===== config.mk =====
export PLATFORM = sky130hd
export DESIGN_NAME = switch_matrix_debounce_events_flat
export DESIGN_NICKNAME = d
export VERILOG_FILES = /design/src/rtl/core/sme_pkg.sv /design/src/rtl/core/sme_if.sv /design/src/rtl/core/sme_ram.sv /design/src/rtl/core/switch_matrix_debounce_events.sv /design/src/flat_wrapper.sv
export SDC_FILE = /design/constraint.sdc
export NUM_CORES = 1
export LEC_CHECK = 0
export BUFFER_PORTS_ARGS = -buffer_cell sky130_fd_sc_hd__buf_2
export CORE_ASPECT_RATIO = 0.8
export CORE_UTILIZATION = 45
export DETAILED_ROUTE_END_ITERATION = 8
export MAX_ROUTING_LAYER = met4
export PLACE_DENSITY_LB_ADDON = 0.2
export SYNTH_ARGS = -nofsm -noshare
export SYNTH_HDL_FRONTEND = slang
export SYNTH_HIERARCHICAL = 1
export SYNTH_SLANG_ARGS = --single-unit

===== constraint.sdc =====
create_clock -name clk -period 9.2 [get_ports clk]
set_clock_uncertainty 0.15 [all_clocks]
set_input_delay 0.92 -clock clk [delete_from_list [all_inputs] [get_ports clk]]
set_output_delay 0.92 -clock clk [all_outputs]
set_load 0.02 [all_outputs]

===== src/rtl/core/sme_pkg.sv =====
// Shared constants, types and address and event code helpers for the switch matrix debounce block.
package sme_pkg;

  localparam int MODULE_COUNT = 16;
  localparam int ROW_COUNT    = 8;

  localparam int MODULE_W = 4;
  localparam int ROW_W    = 3;
  localparam int ATTACK_W = 7;
  localparam int BYTE_W   = 8;
  localparam int CODE_W   = 9;

  // master row first, then one row group per module
  localparam int STORE_DEPTH = ROW_COUNT * (MODULE_COUNT + 1);
  localparam int ADDR_W      = $clog2(STORE_DEPTH);

  localparam logic [ATTACK_W-1:0] ATTACK_RESET = 7'd4;
  localparam logic [BYTE_W-1:0]   STORE_RESET  = 8'h04;
  localparam int                  ON_BIT       = 7;

  localparam logic [CODE_W-1:0] MASTER_CODE  = 9'h080;
  localparam logic [CODE_W-1:0] RELEASE_CODE = 9'h100;

  typedef logic [ADDR_W-1:0] addr_t;
  typedef logic [BYTE_W-1:0] byte_t;
  typedef logic [CODE_W-1:0] code_t;

  // Store address of one switch.
  function automatic addr_t switch_addr(input logic is_master,
                                        input logic [MODULE_W-1:0] module_index,
                                        input logic [ROW_W-1:0] switch_row);
    addr_t a;
    if (is_master) begin
      a = ADDR_W'(switch_row);
    end else begin
      a = ADDR_W'(ROW_COUNT) + ADDR_W'(module_index) * ADDR_W'(ROW_COUNT)
          + ADDR_W'(switch_row);
    end
    return a;
  endfunction

  // Base event code of one switch, release flag not yet applied.
  function automatic code_t switch_code(input logic is_master,
                                        input logic [MODULE_W-1:0] module_index,
                                        input logic [ROW_W-1:0] switch_row);
    code_t c;
    if (is_master) begin
      c = MASTER_CODE | CODE_W'(switch_row);
    end else begin
      c = (CODE_W'(module_index) << ROW_W) | CODE_W'(switch_row);
    end
    return c;
  endfunction

endpackage


===== src/rtl/core/sme_if.sv =====
// Stream interfaces for switch samples and debounce events.
interface sme_sample_if;
  logic                          valid;
  logic                          ready;
  logic                          is_master;
  logic [sme_pkg::MODULE_W-1:0]  module_index;
  logic [sme_pkg::ROW_W-1:0]     switch_row;
  logic                          level;

  modport source (output valid, is_master, module_index, switch_row, level, input ready);
  modport sink   (input valid, is_master, module_index, switch_row, level, output ready);
endinterface

interface sme_event_if;
  logic                        valid;
  logic                        ready;
  logic [sme_pkg::CODE_W-1:0]  event_code;

  modport source (output valid, event_code, input ready);
  modport sink   (input valid, event_code, output ready);
endinterface


===== src/rtl/core/sme_ram.sv =====
// Generic single-write, single-read RAM with registered read data.
module sme_ram #(
  parameter int WIDTH = 8,
  parameter int DEPTH = 256
) (
  input  logic                     clk,
  input  logic                     we,
  input  logic [$clog2(DEPTH)-1:0] waddr,
  input  logic [WIDTH-1:0]         wdata,
  input  logic                     re,
  input  logic [$clog2(DEPTH)-1:0] raddr,
  output logic [WIDTH-1:0]         rdata
);

  logic [WIDTH-1:0] mem [DEPTH];

  always_ff @(posedge clk) begin
    if (we) begin
      mem[waddr] <= wdata;
    end
    if (re) begin
      rdata <= mem[raddr];
    end
  end

endmodule


===== src/rtl/core/switch_matrix_debounce_events.sv =====
// Top level: switch matrix debounce with press and release events.
//
// Channels:
//   samples  - one scanned switch sample per transfer (is_master, module_index,
//              switch_row, level; level 0 = pressed).
//   events   - zero or one event per sample; event_code bit 8 marks a release,
//              master switches carry 0x80 | row, module switches (module << 3) | row.
//   cfg_*    - attack count write; always ready, take it while idle.
// Throughput: one sample per cycle, sustained while the output register can take
//   each event. The limit is the single read-modify-write of the debounce byte
//   store (one RAM read port, one write port), with the byte written in the
//   previous cycle forwarded. Pipeline: a sample transfer loads the stage 1
//   registers and the RAM read; the update then loads the output register.
// Reset: all 136 debounce bytes read as 4 (switch off) through per-entry valid
//   flops cleared at once; attack count returns to 4. No clearing pass.
// Stall: the output register holds a waiting event; a sample still enters while
//   the update stage is free, and the update stage waits only if it has an event
//   and the output register is still full.
module switch_matrix_debounce_events (
  input  logic                            clk,
  input  logic                            rst,
  sme_sample_if.sink                      samples,
  sme_event_if.source                     events,
  input  logic                            cfg_valid,
  output logic                            cfg_ready,
  input  logic [sme_pkg::ATTACK_W-1:0]    cfg_data
);

  // ---------------- configuration ----------------
  logic [sme_pkg::ATTACK_W-1:0] attack_count;

  assign cfg_ready = 1'b1;

  always_ff @(posedge clk) begin
    if (rst) begin
      attack_count <= sme_pkg::ATTACK_RESET;
    end else if (cfg_valid && cfg_ready) begin
      attack_count <= cfg_data;
    end
  end

  // ---------------- stage 0: accept and read ----------------
  logic           in_xfer;
  logic           s0_in_range;
  sme_pkg::addr_t s0_addr;

  assign in_xfer = samples.valid && samples.ready;

  // rows and modules beyond the configured matrix are dropped
  assign s0_in_range = (int'(samples.switch_row) < sme_pkg::ROW_COUNT) &&
                       (samples.is_master ||
                        (int'(samples.module_index) < sme_pkg::MODULE_COUNT));
  assign s0_addr = sme_pkg::switch_addr(samples.is_master, samples.module_index,
                                        samples.switch_row);

  // ---------------- stage 1: registers ----------------
  logic           s1_valid;
  logic           s1_in_range;
  sme_pkg::addr_t s1_addr;
  logic           s1_pressed;
  sme_pkg::code_t s1_code;

  logic           s1_go;
  logic           s1_event;

  assign samples.ready = !s1_valid || s1_go;

  always_ff @(posedge clk) begin
    if (rst) begin
      s1_valid <= 1'b0;
    end else if (in_xfer) begin
      s1_valid <= 1'b1;
    end else if (s1_go) begin
      s1_valid <= 1'b0;
    end
  end

  always_ff @(posedge clk) begin
    if (in_xfer) begin
      s1_in_range <= s0_in_range;
      s1_addr     <= s0_addr;
      s1_pressed  <= !samples.level;
      s1_code     <= sme_pkg::switch_code(samples.is_master, samples.module_index,
                                          samples.switch_row);
    end
  end

  // ---------------- debounce byte store ----------------
  logic           ram_we;
  sme_pkg::byte_t ram_rdata;
  sme_pkg::byte_t byte_next;

  sme_ram #(
    .WIDTH (sme_pkg::BYTE_W),
    .DEPTH (sme_pkg::STORE_DEPTH)
  ) u_store (
    .clk   (clk),
    .we    (ram_we),
    .waddr (s1_addr),
    .wdata (byte_next),
    .re    (in_xfer),
    .raddr (s0_addr),
    .rdata (ram_rdata)
  );

  // entry written since reset; otherwise it reads as the reset byte
  logic [sme_pkg::STORE_DEPTH-1:0] store_valid;

  // last write, kept for forwarding; the RAM reads old data on a same-edge write
  logic           wr_any;
  sme_pkg::addr_t wr_addr;
  sme_pkg::byte_t wr_data;

  always_ff @(posedge clk) begin
    if (rst) begin
      store_valid <= '0;
      wr_any      <= 1'b0;
    end else if (ram_we) begin
      store_valid[s1_addr] <= 1'b1;
      wr_any               <= 1'b1;
    end
  end

  always_ff @(posedge clk) begin
    if (ram_we) begin
      wr_addr <= s1_addr;
      wr_data <= byte_next;
    end
  end

  // ---------------- stage 1: update ----------------
  sme_pkg::byte_t byte_cur;
  logic           release_hit;

  always_comb begin
    if (wr_any && (wr_addr == s1_addr)) begin
      byte_cur = wr_data;
    end else if (store_valid[s1_addr]) begin
      byte_cur = ram_rdata;
    end else begin
      byte_cur = sme_pkg::STORE_RESET;
    end
  end

  always_comb begin
    byte_next   = byte_cur;
    s1_event    = 1'b0;
    release_hit = 1'b0;
    if (s1_pressed && !byte_cur[sme_pkg::ON_BIT]) begin
      // count down; the wrap into bit 7 is the press
      byte_next = byte_cur - sme_pkg::BYTE_W'(1);
      s1_event  = s1_in_range && byte_next[sme_pkg::ON_BIT];
    end else if (!s1_pressed && byte_cur[sme_pkg::ON_BIT]) begin
      byte_next   = {1'b0, attack_count};
      s1_event    = s1_in_range;
      release_hit = 1'b1;
    end
  end

  // ---------------- output register ----------------
  logic           out_valid;
  sme_pkg::code_t out_code;

  assign s1_go  = s1_valid && (!s1_event || !out_valid || events.ready);
  assign ram_we = s1_go && s1_in_range;

  always_ff @(posedge clk) begin
    if (rst) begin
      out_valid <= 1'b0;
    end else if (s1_go && s1_event) begin
      out_valid <= 1'b1;
    end else if (events.ready) begin
      out_valid <= 1'b0;
    end
  end

  always_ff @(posedge clk) begin
    if (s1_go && s1_event) begin
      out_code <= release_hit ? (s1_code | sme_pkg::RELEASE_CODE) : s1_code;
    end
  end

  assign events.valid      = out_valid;
  assign events.event_code = out_code;

endmodule

===== src/flat_wrapper.sv =====
// flat-port wrapper written by rule: the top's interface ports become plain ports
module switch_matrix_debounce_events_flat 
  (clk, rst, cfg_valid, cfg_ready, cfg_data, samples_valid, samples_is_master, samples_module_index, samples_switch_row, samples_level, samples_ready, events_valid, events_event_code, events_ready);
  sme_sample_if samples_i ();
  sme_event_if events_i ();
  input  logic clk;
  input  logic rst;
  input  logic cfg_valid;
  output logic cfg_ready;
  input  logic [sme_pkg::ATTACK_W-1:0] cfg_data;
  input wire logic [$bits(samples_i.valid)-1:0] samples_valid;
  input wire logic [$bits(samples_i.is_master)-1:0] samples_is_master;
  input wire logic [$bits(samples_i.module_index)-1:0] samples_module_index;
  input wire logic [$bits(samples_i.switch_row)-1:0] samples_switch_row;
  input wire logic [$bits(samples_i.level)-1:0] samples_level;
  output wire logic [$bits(samples_i.ready)-1:0] samples_ready;
  output wire logic [$bits(events_i.valid)-1:0] events_valid;
  output wire logic [$bits(events_i.event_code)-1:0] events_event_code;
  input wire logic [$bits(events_i.ready)-1:0] events_ready;
  assign samples_i.valid = samples_valid;
  assign samples_i.is_master = samples_is_master;
  assign samples_i.module_index = samples_module_index;
  assign samples_i.switch_row = samples_switch_row;
  assign samples_i.level = samples_level;
  assign samples_ready = samples_i.ready;
  assign events_valid = events_i.valid;
  assign events_event_code = events_i.event_code;
  assign events_i.ready = events_ready;
  switch_matrix_debounce_events u_core (.clk(clk), .rst(rst), .samples(samples_i), .events(events_i), .cfg_valid(cfg_valid), .cfg_ready(cfg_ready), .cfg_data(cfg_data));
endmodule

== Word-level counts from Yosys, hierarchy flattened ==
Memory sizes are Yosys's and may differ from the RTL's. A register that Yosys moved wholly into a read port is not among the register bits.
Cells that the tools add are included.
Word-level totals
  bits in registers: 188
  bits in writable memories: 1088
  input bits: 21
  output and inout port bits: 12
  word-level logic and storage cells: 59
  memories: 1
Operators by class
  add/subtract/negate cells: 3
  $lt $le $gt $ge: 2
  equality and inequality tests: 1
  mux-type cells: 19
  bitwise gates (word level): 2
  reductions and logical operators: 18
Memories
  u_core.u_store.mem: depth 136, bits a word 8, rd ports 1, clocked after Yosys merged registers in 1, wr ports 1, RTL line sme_ram.sv:15  | logic [WIDTH-1:0] mem [DEPTH];
Operators with widths (number)
  OR 136 bit: 1
  two-way mux 8 bit: 5
  two-way mux 1 bit: 11
  < comparator 8 x 9 -> 1 bit (second input constant): 1
  adder 4 x 7 -> 8 bit (first input constant): 1
  adder 8 x 3 -> 8 bit: 1
  binary-select mux 1 bit (select 8 bit): 1
  demux 1 bit (select 8 bit): 1
  equality test 8 bit: 1
  greater-or-equal comparator 8 x 1 -> 1 bit (second input constant): 1
  subtractor 8 x 1 -> 8 bit (second input constant): 1
  logical AND 1 bit: 7
  OR 7 x 3 -> 7 bit: 1
  logical NOT 1 bit: 6
  nonzero test 2 bit: 2
  logical OR 1 bit: 3
  two-way mux 3 bit: 1

== Logic depth before layout (Yosys ltp) ==
Gate-level depths: netlist (run 1).
  word-level depth: 14
  gate-level depth with buffers: 19
  depth with buffers taken out: 14

== By module ==
Netlist (run 1), hierarchy kept.
By module, submodules not included
  sme_ram: times used 1, cells an instance 2254, area an instance 43436.7 um2, seq. area each 32911.6 um2
  switch_matrix_debounce_events: times used 1, cells an instance 834, area an instance 8105.3 um2, seq. area each 4093.9 um2

== Least setup slack after synthesis (run 1) ==
Ideal clock, no wire load.
  path type: reg2reg
  from: register u_core.s1_addr[3]
  to: memory u_core.u_store.mem[0][3] (data pin)
  setup time: 1295 ps
  arrival: 8505 ps
  data required time: 7755 ps
  setup slack: -751 ps
  stages on the path, launching flop included: 14
  path buffers: 4
  period minus slack after synthesis: 9951 ps
  path through: edfxtp_1 -> buf_2 -> buf_2 -> mux4_2 -> a211oi_1 -> a311o_1 -> nor4_1 -> or4_1 -> buf_2 -> a21oi_2 -> buf_4 -> nand3_1 -> and3_1 -> o31ai_1
On the way
  cells in the longest elaborated chain, start to end: 7
  elaborated cells on any way between the ends: 12
  classes of those cells: 1 x add/sub; 1 x eq/ne; 6 x mux; 4 x reduce/logical
Ends and longest elaborated chain
  start, declared: RTL line switch_matrix_debounce_events.sv:59  | sme_pkg::addr_t s1_addr;
  start signal, assigned: RTL line switch_matrix_debounce_events.sv:81  | s1_addr <= s0_addr;
  binary-select mux 1 bit (select 8 bit): RTL line switch_matrix_debounce_events.sv:138  | end else if (store_valid[s1_addr]) begin
  two-way mux 1 bit (not written as such): RTL line switch_matrix_debounce_events.sv:138
  two-way mux 8 bit: RTL line switch_matrix_debounce_events.sv:138
  two-way mux 8 bit *: RTL line switch_matrix_debounce_events.sv:136  | if (wr_any && (wr_addr == s1_addr)) begin
  parallel branches: the longest is 2 deep, another holds subtractor 8 x 1 -> 8 bit
  two-way mux 8 bit *: RTL line switch_matrix_debounce_events.sv:149  | if (s1_pressed && !byte_cur[sme_pkg::ON_BIT]) begin
  named net u_core.byte_next[3]: RTL line switch_matrix_debounce_events.sv:91  | sme_pkg::byte_t byte_next;
  end, declared: RTL line sme_ram.sv:15
Mark *: on every way through the listed nets, which the timed path passes. The select of a mux whose other input is x is not followed.

== Final worst setup path (run 1) ==
  from: register u_core.s1_addr[1]
  to: memory u_core.u_store.mem[65][2], enable pin
On the way
  cells in the longest elaborated chain, start to end: 13
  elaborated cells on any way between the ends: 18
  classes of those cells: 1 x add/sub; 1 x eq/ne; 8 x mux; 8 x reduce/logical
Ends and longest elaborated chain
  binary-select mux 1 bit (select 8 bit): RTL line switch_matrix_debounce_events.sv:138
  two-way mux 1 bit (not written as such): RTL line switch_matrix_debounce_events.sv:138
  two-way mux 8 bit: RTL line switch_matrix_debounce_events.sv:138
  two-way mux 8 bit *: RTL line switch_matrix_debounce_events.sv:136
  parallel branches: the longest is 2 deep, another holds subtractor 8 x 1 -> 8 bit
  two-way mux 1 bit *: RTL line switch_matrix_debounce_events.sv:149
  logical NOT 1 bit *: RTL line switch_matrix_debounce_events.sv:164  | assign s1_go = s1_valid && (!s1_event || !out_valid || events.ready);
  logical OR 1 bit * (2 in series): RTL line switch_matrix_debounce_events.sv:164
  logical AND 1 bit *: RTL line switch_matrix_debounce_events.sv:164
  named net u_core.ram_we: RTL line switch_matrix_debounce_events.sv:89  | logic ram_we;
  two-way mux 1 bit *: RTL line sme_ram.sv:18  | if (we) begin
  two-way mux 1 bit (not written as such) *: RTL line sme_ram.sv:19  | mem[waddr] <= wdata;
Marked as above.

==> reports/metrics.cfg, run 1 <==
[detailed_routing]
vias=28800
dr_wl_met3_um=12600
drtIter0Drc=3482
first_pass_iters=8
wl_met1_um=61400
dr_wl_met2_um=59900
top_layer=met4
vias_per_cell=6.10
drt-total-wl_um=137000
ant_nets=0
post-route-drc-count=0
wl_per_cell_um=29.0

[timing]
finalWorstSetupSlack_ns=1.50
hold_ws_ns=0.260
timing.max_slew.rel_slack=0.0493
final_max_slew_viol_count=0
setup_viol=0
fin_crit_sh=0.837
period_minus_slack_ns=7.70
tightest_slew_ns=1.41
max_freq_mhz=130
hold_violations=0
fin_setup_tns_ns=0
rsz0062_at_grt=false

[floorplan]
start_util=0.456
rows=110
dieWidth_um=380
ios=33
die-area_um2=116000
fp.dieH_um=305
coreArea_um2=113000

[clock_network]
htreeDepth=3
clk_pin_slew_worst_paths_ns=0.06
cts_resized=0
tritoncts=done
clock-root-buffer=clkbuf_16
hold_buffers=0
cts_buffer_depth=3
cts.sinks=1281
numCtsBuffers=119
clock_latency_ns=0.74
post_cts.repair.setup_buffers=0

[setup_path]
reg2reg_setup_slack_ns=1.50
cp_max_fo=26
crit_type=register to register
cp_slowest_cell=edfxtp_1
slowest_delay_ns=1.12
cp.required_ns=9.39
crit_buf_inv=4
r2r-end=u_core/u_store/mem[65][2]
reg2regPathDepth=16
start_kind=register
cp-end-kind=register
cp-startpoint=u_core/s1_addr[1]
path_depth=16
crit_family=simple AND/OR/NAND/NOR gates
crit_arrival_ns=7.89
r2r-start=u_core/s1_addr[1]
endpoint=u_core/u_store/mem[65][2]
crit_top_cell=buf_4
crit_chain=buf_4, nor2b_1, a22o_1, a221oi_1, nor3_1, nor4_1, or4_1, a21oi_2, buf_4, a2bb2oi_4, o21ai_1, inv_1, buf_4, nor3b_1, nand2_1, nor2_1

[synthesis]
synth_top_area_frac=0.661
yosys-top-cells-area=edfxtp_1 (66%), mux2i_1 (6.5%), mux4_2 (5.7%)
syn_avg_cell_area_um2=16.7
synth_area_um2=51500
ys.flop_type=edfxtp_1
syn-instance-count=3088
ys_seq_elements=1281
synth_top_area_cell=edfxtp_1
synth_most_common_cell=edfxtp_1
yosys_warnings=6
ys_seq_area_frac=0.718
synth_edf_count=1135
synth.cells.most_frequent=edfxtp_1 (1135), mux2i_1 (335), nor2_1 (179), o22ai_1 (169), inv_1 (158)
synth_nets=3111
synthArstFlopShare=0
synth.distinct_cells=80

[power_and_ir_drop]
ir_drop_mv=0.192
p_leak_nw=18.5
p_per_area_nw_per_um2=217

[job]
cap_violations=0

[layout]
diodes=0
fillers=9210
syn2layout_area_growth_pct=10.4
num-nets-final=3137
drive_above_1_share=0.139

[placement]
place_ws_ns=1.74
gp_congestion=0.959
io_buffers=31
hpwlAfterDp_um=86000

[global_routing]
grt_start_max_net_pins=138
gr-total-overflow=0
grt_pass1_vias=27900
grt_pass1_wl_um=199000
track_usage=0.243
antenna_found_initial=1

[status]
status=finished clean

[min_path]
holdCritPathClass=input pin to register

==> metal layers <==
layer / global-route usage / vias to the layer above
met5: - / -
met4: 0.0596 / 0
met3: 0.0486 / 198
met2: 0.341 / 1434
met1: 0.362 / 14900
li1: - / 12300
==> how the worst min path moves through the flow <==
stage / slack (ns) / end / cells past startpoint / from
2_1_floorplan: 0.25 / u_core/events.event_code[3] / 0 / u_core/s1_code[3]
3_3_place_gp: 0.26 / u_core/events.event_code[4] / 0 / u_core/s1_code[4]
3_5_place_dp: 0.26 / u_core/events.event_code[6] / 0 / u_core/s1_code[6]
4_1_cts: 0.21 / u_core/attack_count[2] / 2 / cfg_data[2]
5_1_grt: 0.22 / u_core/attack_count[2] / 2 / cfg_data[2]
6_report: 0.26 / u_core/attack_count[2] / 2 / cfg_data[2]
==> registers in the layout (all words and copies together), names as in the netlist <==
name and cells:
u_core/s1_addr 8, u_core/s1_valid 1, u_core/wr_addr 8, u_core/store_valid 136, u_core/s1_code 5, u_core/events.valid 1
u_core/s1_pressed 1, u_core/u_store/rdata 8, u_core/events.event_code 9, u_core/wr_data 8, u_core/attack_count 7, u_core/u_store/mem 1088
u_core/wr_any 1
==> cell usage in the layout (no fill, tap or decap), drive strengths merged, types with 5 or more instances in the layout <==
master,n
a211oi,11
a21o,8
a21oi,36
a221oi,15
a22o,8
a22oi,74
a31oi,9
and2,8
and3,6
and3b,6
buf,91
bufinv,8
clkbuf,150
clkinv,52
dfxtp,146
edfxtp,1135
inv,166
mux2,6
mux2i,335
mux4,149
nand2,100
nand2b,12
nand3,73
nand4,11
nor2,179
nor2b,46
nor3,19
nor3b,5
nor4,9
o2111ai,7
o211ai,14
o21ai,30
o221ai,35
o22a,7
o22ai,169
o32ai,13
or3,5
xnor2,8
==> cell type report <==
class,instances,area (µm²),area share
flip-flops and latches,1281,37000,0.650
repair buffers,91,714,0.0126
well taps,1512,1890,0.0332
multi-input cells,1463,12800,0.225
inverters,158,593,0.0104
clock buffers,150,3250,0.0572
clock inverters,72,619,0.0109
==> power breakdown <==
part | total, mW | switching (mW) | internal, mW
registers | 6.55 | 0.0199 | 6.53
clock network | 4.87 | 2.14 | 2.73
logic | 0.917 | 0.687 | 0.230
==> cells by family after synthesis <==
| logic type | Yosys count | share of synthesized area |
|---|---|---|
| AO/OA/AOI/OAI | 462 | 0.0649 |
| XOR/XNOR | 12 | 0.00204 |
| adder cells (fa/ha/maj) | 2 | 0.000485 |
| buffers and inverters | 344 | 0.0359 |
| flip-flops | 1281 | 0.718 |
| multiplexers | 490 | 0.133 |
| other | 1 | 0.0000728 |
| AND/OR/NAND/NOR | 496 | 0.0459 |
==> through the flow <==
| stage | util | power (mW) | cell area, µm² | std cells |
|---|---|---|---|---|
| floorplan | - | 7.23 | 51500 | 3088 |
| detailed placement | 0.469 | 7.59 | 53000 | 4505 |
| global placement | 0.469 | 7.58 | 53000 | 4505 |
| global route | 0.504 | 12.7 | 56900 | 4727 |
| finish | 0.504 | 12.3 | 56900 | 4727 |
| CTS | 0.504 | 12.4 | 56900 | 4727 |
No activity file was read; power rests on OpenSTA's default activity.
==> inputs of run 2 (changes only) <==
==> constraint.sdc (replaced) <==
create_clock -name clk -period 6.83 [get_ports clk]
set_clock_uncertainty 0.15 [all_clocks]
set_input_delay 0.683 -clock clk [delete_from_list [all_inputs] [get_ports clk]]
set_output_delay 0.683 -clock clk [all_outputs]
set_load 0.02 [all_outputs]
==> run 2 against run 1 <==
Setup slack got worse by 1.2 ns; sequential share of layout area fell by 0.59 points; largest power group unchanged; largest cell class unchanged; first-iteration DRC count fell by 4.7%; count of clock-buffer cells in the layout rose by 8; critical path type unchanged; worst hold slack got worse by 0.19 ns.
==> reports/metrics.cfg, run 2 (synthesized netlist as in run 1, its figures left out) <==
[power_and_ir_drop]
p_leak_nw=18.9  ; +1.7%
ir_drop_mv=0.265  ; +38%
p_total_mw=16.5  ; +33%
p_per_area_nw_per_um2=287  ; +32%

[timing]
hold_violations=0  ; unchanged
max_freq_mhz=153  ; +18%
setup_viol=0  ; unchanged
rsz0062_at_grt=false
period_minus_slack_ns=6.53  ; -1.17 ns
tightest_slew_ns=1.33  ; -0.0858 ns
final_max_slew_viol_count=0  ; unchanged
fin_setup_tns_ns=0  ; unchanged
fin_crit_sh=0.956  ; +0.119
timing.max_slew.rel_slack=0.112  ; +0.0626

[clock_network]
htreeDepth=3  ; unchanged
clock-root-buffer=clkbuf_16
cts_buffer_depth=3  ; unchanged
clk_pin_slew_worst_paths_ns=0.06  ; about the same
numCtsBuffers=119  ; unchanged
post_cts.repair.setup_buffers=0  ; unchanged
clock_latency_ns=0.72  ; -0.02 ns
cts.sinks=1281  ; unchanged
tritoncts=done

[floorplan]
dieWidth_um=380  ; unchanged
coreArea_um2=113000  ; unchanged
die-area_um2=116000  ; unchanged
fp.dieH_um=305  ; unchanged
rows=110  ; unchanged
ios=33  ; unchanged
start_util=0.456  ; unchanged

[layout]
top_register=u_core/u_store/mem
final_cell_area_um2=57400  ; +0.92%
layout_common_cells=edfxtp_1 (1135), mux2i_1 (334), nor2_1 (177)
final_common_cell=edfxtp_1
drive_above_1_share=0.155  ; +0.0160
syn2layout_area_growth_pct=11.4
num-nets-final=3208  ; +2.3%
largest_reg_flops=1088  ; unchanged

[placement]
io_buffers=31  ; unchanged
place_area_um2=53700  ; +1.2%
gp_congestion=0.924  ; -3.7%
hpwlAfterDp_um=85600  ; -0.51%

[detailed_routing]
drtIter0Drc=3320  ; -4.7%
dr_wl_met2_um=60200  ; +0.44%
top_layer=met4
post-route-drc-count=0  ; unchanged
dr_wl_met3_um=11100  ; -11%
drt-total-wl_um=134000  ; -2.1%
ant_nets=0  ; unchanged
wl_per_cell_um=28.0  ; -3.6%
vias=28900  ; +0.33%
wl_met1_um=59800  ; -2.6%
first_pass_iters=6  ; -2
vias_per_cell=6.03  ; -1.1%

[setup_path]
r2r-start=u_core/s1_addr[3]
crit_chain=buf_4, mux4_2, nor2b_1, a211oi_1, a311o_1, nor4_1, or4_1, a21o_1, a2bb2oi_4, o21ai_1, inv_1, nor3b_1, nand2_1, nor2_1
reg2reg_setup_slack_ns=0.30  ; -1.20 ns
cp.required_ns=7.02  ; -2.37 ns
reg2regPathDepth=14  ; -2
slowest_delay_ns=0.98  ; -0.14 ns
start_kind=register
crit_type=register to register
cp_slowest_cell=edfxtp_1
cp_max_fo=23  ; -12%
r2r-end=u_core/u_store/mem[16][2]
crit_arrival_ns=6.72  ; -1.17 ns
cp-end-kind=register
cp-startpoint=u_core/s1_addr[3]
endpoint=u_core/u_store/mem[16][2]

[global_routing]
gr-total-overflow=0  ; unchanged
grt_start_max_net_pins=138  ; unchanged
track_usage=0.237  ; -0.00582
grt_pass1_wl_um=197000  ; -1.1%
antenna_found_initial=6  ; +5
grt_pass1_vias=28500  ; +2.2%

[min_path]
holdCritPathClass=input pin to register
whs_path_depth=3  ; +1

[status]
status=finished clean

[job]
cap_violations=0  ; unchanged

-- run 2: cell count changes in the layout (fill, tap and decap cells not counted), sizes merged --
cell and change:
buf +70, clkbuf +8, inv -6, clkinv -5, bufinv -3, clkinvlp +3
diode +2, dlygate4sd3 +1
-- run 2: per-layer routing --
metal  vias to the layer above  track usage
met5                         -            -
met4                         0       0.0590
met3                       183       0.0392
met2                      1316        0.342
met1                     15000        0.350
li1                      12400            -
-- run 2: layout make-up --
cell class	count	area, µm²
diodes	2	5.00
clock buffers	158	3310
clock inverters	61	434
fillers	9154	55600
inverters	158	593
multi-input cells	1463	12900
flip-flops and latches	1281	37000
well taps	1512	1890
repair buffers	162	1340
-- run 2: worst min path at each step --
stage / startpoint / endpoint
2_1_floorplan: u_core/s1_code[3] / u_core/events.event_code[3]
3_3_place_gp: u_core/s1_code[7] / u_core/events.event_code[7]
3_5_place_dp: u_core/s1_code[3] / u_core/events.event_code[3]
4_1_cts: cfg_data[4] / u_core/attack_count[4]
5_1_grt: cfg_data[4] / u_core/attack_count[4]
6_report: cfg_data[4] / u_core/attack_count[4]
-- run 2: where the power goes --
part | internal [mW] | total (mW) | switching [mW]
clock | 3.58 | 6.43 | 2.85
sequential | 8.79 | 8.82 | 0.0316
combinational | 0.328 | 1.22 | 0.888
total | 12.7 | 16.5 | 3.77
-- run 2: timing repair --
item                      in CTS  in global routing
hold buffers                   1                  0
resized for setup              0                  0
hold endpoints to repair       1                  0
-- run 2: critical path, delay by kind of cell (launching register included) --
kind	cells	cell delay, ns
and+or+nand+nor	6	2.93
buffers and inverters	2	0.48
DFF	1	0.98
AOI/OAI and AO/OA	5	1.28
muxes	1	0.32
-- run 2: per-stage QoR --
stage	instances	setup WS, ns	hold WS [ns]	utilization
2_1_floorplan	3088	0.186	0.250	-
3_3_place_gp	4575	0.648	0.263	0.475
3_5_place_dp	4575	0.474	0.264	0.475
4_1_cts	4795	0.441	0.0155	0.508
5_1_grt	4796	0.163	0.0351	0.508
6_report	4797	0.303	0.0716	0.508
